==> src/rtl/vfbp_pkg.sv <==
// Shared types and constants for the value fingerprint branch predictor.
package vfbp_pkg;

  // Fixed field widths.
  localparam int unsigned AddrW   = 64;
  localparam int unsigned SrcW    = 64;
  localparam int unsigned TagW    = 8;
  localparam int unsigned AgeW    = 2;
  localparam int unsigned DigitW  = 16;
  localparam int unsigned ModCntW = 3;

  localparam logic [TagW-1:0]    FpMask   = 8'hFF;
  localparam logic [AgeW-1:0]    AgeMax   = 2'd3;
  // Last remainder step; each 16-bit digit of the 64-bit address takes a multiply and a subtract step.
  localparam logic [ModCntW-1:0] ModLastC = 3'd7;

  // Request operation codes.
  typedef enum logic {
    OP_PREDICT = 1'b0,
    OP_UPDATE  = 1'b1
  } op_e;

  // Controller states.
  typedef enum logic [2:0] {
    ST_CLEAR,
    ST_IDLE,
    ST_MOD,
    ST_READ,
    ST_EVAL
  } state_e;

  // One way of a set as held in the table memory.
  typedef struct packed {
    logic            valid;
    logic [TagW-1:0] tag;
    logic            outcome;
    logic [AgeW-1:0] age;
  } way_t;

  // Commands from the controller to the datapath.
  typedef struct packed {
    logic capture;
    logic clr_en;
    logic mod_step;
    logic rd_en;
    logic eval;
  } ctrl_cmd_t;

  // Status from the datapath to the controller.
  typedef struct packed {
    logic clr_last;
    logic mod_last;
    logic pow2;
  } ctrl_sts_t;

endpackage

==> src/rtl/vfbp_ctrl.sv <==
// Controller state machine for the predictor.
module vfbp_ctrl (
  input  logic                clk_i,
  input  logic                rst_ni,
  input  logic                start,
  output logic                busy,
  input  vfbp_pkg::ctrl_sts_t sts_i,
  output vfbp_pkg::ctrl_cmd_t cmd_o
);
  import vfbp_pkg::*;

  state_e state_q, state_d;
  logic   accept;

  assign accept = start && (state_q == ST_IDLE);

  // State register; reset starts the clearing pass.
  always_ff @(posedge clk_i or negedge rst_ni) begin
    if (!rst_ni) begin
      state_q <= ST_CLEAR;
    end else begin
      state_q <= state_d;
    end
  end

  // Next state.
  always_comb begin
    state_d = state_q;
    case (state_q)
      ST_CLEAR: begin
        if (sts_i.clr_last) state_d = ST_IDLE;
      end
      ST_IDLE: begin
        if (accept) state_d = sts_i.pow2 ? ST_READ : ST_MOD;
      end
      ST_MOD: begin
        if (sts_i.mod_last) state_d = ST_READ;
      end
      ST_READ: state_d = ST_EVAL;
      ST_EVAL: state_d = ST_IDLE;
      default: state_d = ST_CLEAR;
    endcase
  end

  // Outputs.
  always_comb begin
    cmd_o = '0;
    busy  = 1'b1;
    case (state_q)
      ST_CLEAR: cmd_o.clr_en = 1'b1;
      ST_IDLE: begin
        busy          = 1'b0;
        cmd_o.capture = start;
      end
      ST_MOD:  cmd_o.mod_step = 1'b1;
      ST_READ: cmd_o.rd_en = 1'b1;
      ST_EVAL: cmd_o.eval = 1'b1;
      default: busy = 1'b1;
    endcase
  end

endmodule

==> config.mk <==
export PLATFORM = sky130hd
export DESIGN_NAME = vfbp_ctrl
export DESIGN_NICKNAME = d
export VERILOG_FILES = /design/src/rtl/vfbp_pkg.sv /design/src/rtl/vfbp_ctrl.sv
export SDC_FILE = /design/constraint.sdc
export NUM_CORES = 1
export LEC_CHECK = 0
export ABC_AREA = 1
export ABC_CLOCK_PERIOD_IN_PS = 1700
export BUFFER_PORTS_ARGS = -buffer_cell sky130_fd_sc_hd__buf_2
export CAP_MARGIN = 20
export CORE_AREA = 2 2 39 41
export DETAILED_ROUTE_END_ITERATION = 7
export DIE_AREA = 0 0 41 43
export GPL_ROUTABILITY_DRIVEN = 0
export SLEW_MARGIN = 20
export SYNTH_ARGS = -nofsm -noshare
export SYNTH_HDL_FRONTEND = slang
export SYNTH_SLANG_ARGS = --single-unit
==> constraint.sdc <==
create_clock -name clk_i -period 1.7 [get_ports clk_i]
set_clock_uncertainty 0.05 [all_clocks]
set_input_delay 0.085 -clock clk_i [delete_from_list [all_inputs] [get_ports clk_i]]
set_output_delay 0.085 -clock clk_i [all_outputs]
set_load 0.005 [all_outputs]
==> metrics.cfg <==
[clock_tree]
cts_buffer_depth=2
clock_sinks=3
numCtsBuffers=3
clk_latency_ps=230
cts_max_level=1
path_clk_slew_ps=40
tritoncts=yes
cts-root-buf=clkbuf_4
cts_resized=0

[synth]
synth_nets=40
synth.distinct_cells=14
synth_compound_area_frac=0.07263
synthMuxAreaShare=0
synthesis.area_um2=224.0
syn_avg_cell_area_um2=6.587
synth-simple-area-share=0.4078
synth_area_leaders=dfrtp_1 (34%), inv_1 (12%), nand2_1 (8.4%)
synth-xor-area-share=0
synth_top_family_by_area=simple AND/OR/NAND/NOR gates
yosysSeqAreaShare=0.3352
yosys.area.top_type_share=0.3352
synth_seq_cells=3
synthAdderAreaFrac=0
synth_top_area_cell=dfrtp_1
synthCells=34
yosys_warnings=0

[placement]
place_area_um2=291.5
dp_hpwl_um=428.7
place_inst=60
portBuffers=11

[critical_path]
worst_setup_path_start_kind=register
required_ps=1560
arrival_ps=1120
end_kind=primary output
critPathKind=reg2out
path_max_fanout=4

[power]
clkPwrFrac=0.209
swShare=0.4418
combinationalPowerShare=0.533
p_sw_w=0.0002581
pwr-share-seq=0.258
p_leak_nw=0.2040
internal_power_w=0.0003261
powerDensity_nw_per_um2=1782
irDropWorstVdd_mv=0.4538

[cells_and_area]
diodes=0
largest-register=state_q
largest_register_ffs=3
area_delta_synth_final_pct=46.37
fin_area_um2=327.8
final_util=0.2369
top_regs=state_q x3
stdcell_count=65
final_nets=56
drive_gt1_frac=0.4082

[job]
maxCapViolCount=0

[timing]
period_share=0.7395
tns_ps=0
slew_viol_final=0
slew_headroom=0.8701
hold_viol_final=0
tightest_slew_ps=192.8
grt_setup_unrepaired=no
finalSetupViolations=0
max_freq_ghz=0.7955
fin_crit_ps=1257

[global_route]
grt-ovfl-total=0
grt_pass1_vias=238
grt_use_total=0.07754
antenna_found_initial=0
grt_pass1_wl_um=841
grt_max_degree=7

[route]
ant_nets=0
drt-initial-drc-count=4
drc_errors=0
viasPerCell=3.785
drt_first_pass_iters=4
routedWlPerCell_um=7.785
drt-total-wl_um=506
num_vias=246

[floorplan]
die-area_um2=1763
die_x_um=41
ioPinCount=12
fp.dieH_um=43
num_rows=14
core_area_um2=1384
initial_core_util=0.1618

[status]
status=completed

[min_path]
hp-class=in2reg

worst paths after layout:
check	cells past startpoint	start	slack [ps]	to
max in group asynchronous	2	rst_ni	1370	state_q[0]
setup reg to reg	5	state_q[0]	660	state_q[0]
min in group asynchronous	2	rst_ni	130	state_q[2]
hold reg to reg	1	state_q[2]	490	state_q[2]
hold / removal	4	sts_i[1]	110	state_q[1]
setup / recovery	4	state_q[0]	440	cmd_o[3]
logic make-up after synthesis:
logic type      count (synthesis)
simple gates                   19
compound gates                  2
flops                           3
buf+inv                        10
stage by stage:
step	power [W]	worst slack [ps]	hold slack, ps
after floorplan	0.0003704	716.5	-260.6
after global placement	0.0004629	670.5	-167.8
after detailed placement	0.0004671	662.2	-165.7
after CTS	0.0005999	421.5	99.21
after global routing	0.0006608	321.0	131.0
final	0.0005842	442.9	105.8
Yosys cell counts:
cell type	instances
inv_2	2
o21ai_0	1
nand2_2	1
inv_1	7
nand3_2	1
o21bai_2	1
nor3_1	2
nand3_1	3
buf_4	1
nor2_2	1
nor2_1	5
nand4_1	1
dfrtp_1	3
nand2_1	5
cells in the final DEF, fill, tap and decap left out:
master and n:
buf_2 11, clkbuf_1 1, clkbuf_4 3, dfrtp_1 3, dlygate4sd3_1 1, inv_1 7
inv_2 2, nand2_1 5, nand2_2 1, nand3_1 3, nand3_2 1, nand4_1 1
nor2_1 5, nor2_2 1, nor3_1 2, o21ai_0 1, o21bai_2 1
per-layer routing:
metal  track usage  wire length [um]  vias up
met5             0                 0        -
met2        0.1219               291        6
met3       0.01571                40        0
met1       0.06494               174      109
met4        0.1000                 0        0
li1              -                 -      131
power by group through the flow:
stage	clock [W]	sequential, W	combinational (W)
2_1_floorplan	0	0.000143	0.000227
3_3_place_gp	0	0.000150	0.000313
3_5_place_dp	0	0.000151	0.000316
4_1_cts	0.000131	0.000150	0.000319
5_1_grt	0.000136	0.000157	0.000368
6_report	0.000122	0.000151	0.000311
cell type report:
cell class                      instances  area (um2)
Multi-Input combinational cell         21       107.6
Clock buffer                            4       26.28
Inverter                                9       33.78
Timing Repair Buffer                   12       65.06
Sequential cell                         3       75.07
Tap cell                               16       20.02
Fill cell                             169        1056
critical path, stage by stage (launching register included):
cell and delay, ps:
dfrtp_1 410, nor2_1 180, inv_1 80, nor2_1 110, buf_2 120
repair_timing:
action                    CTS  global route
hold endpoints to repair    3             0
buffers inserted            0             0
hold buffers                1             0
Note: power is estimated with default switching activity, not from simulation.
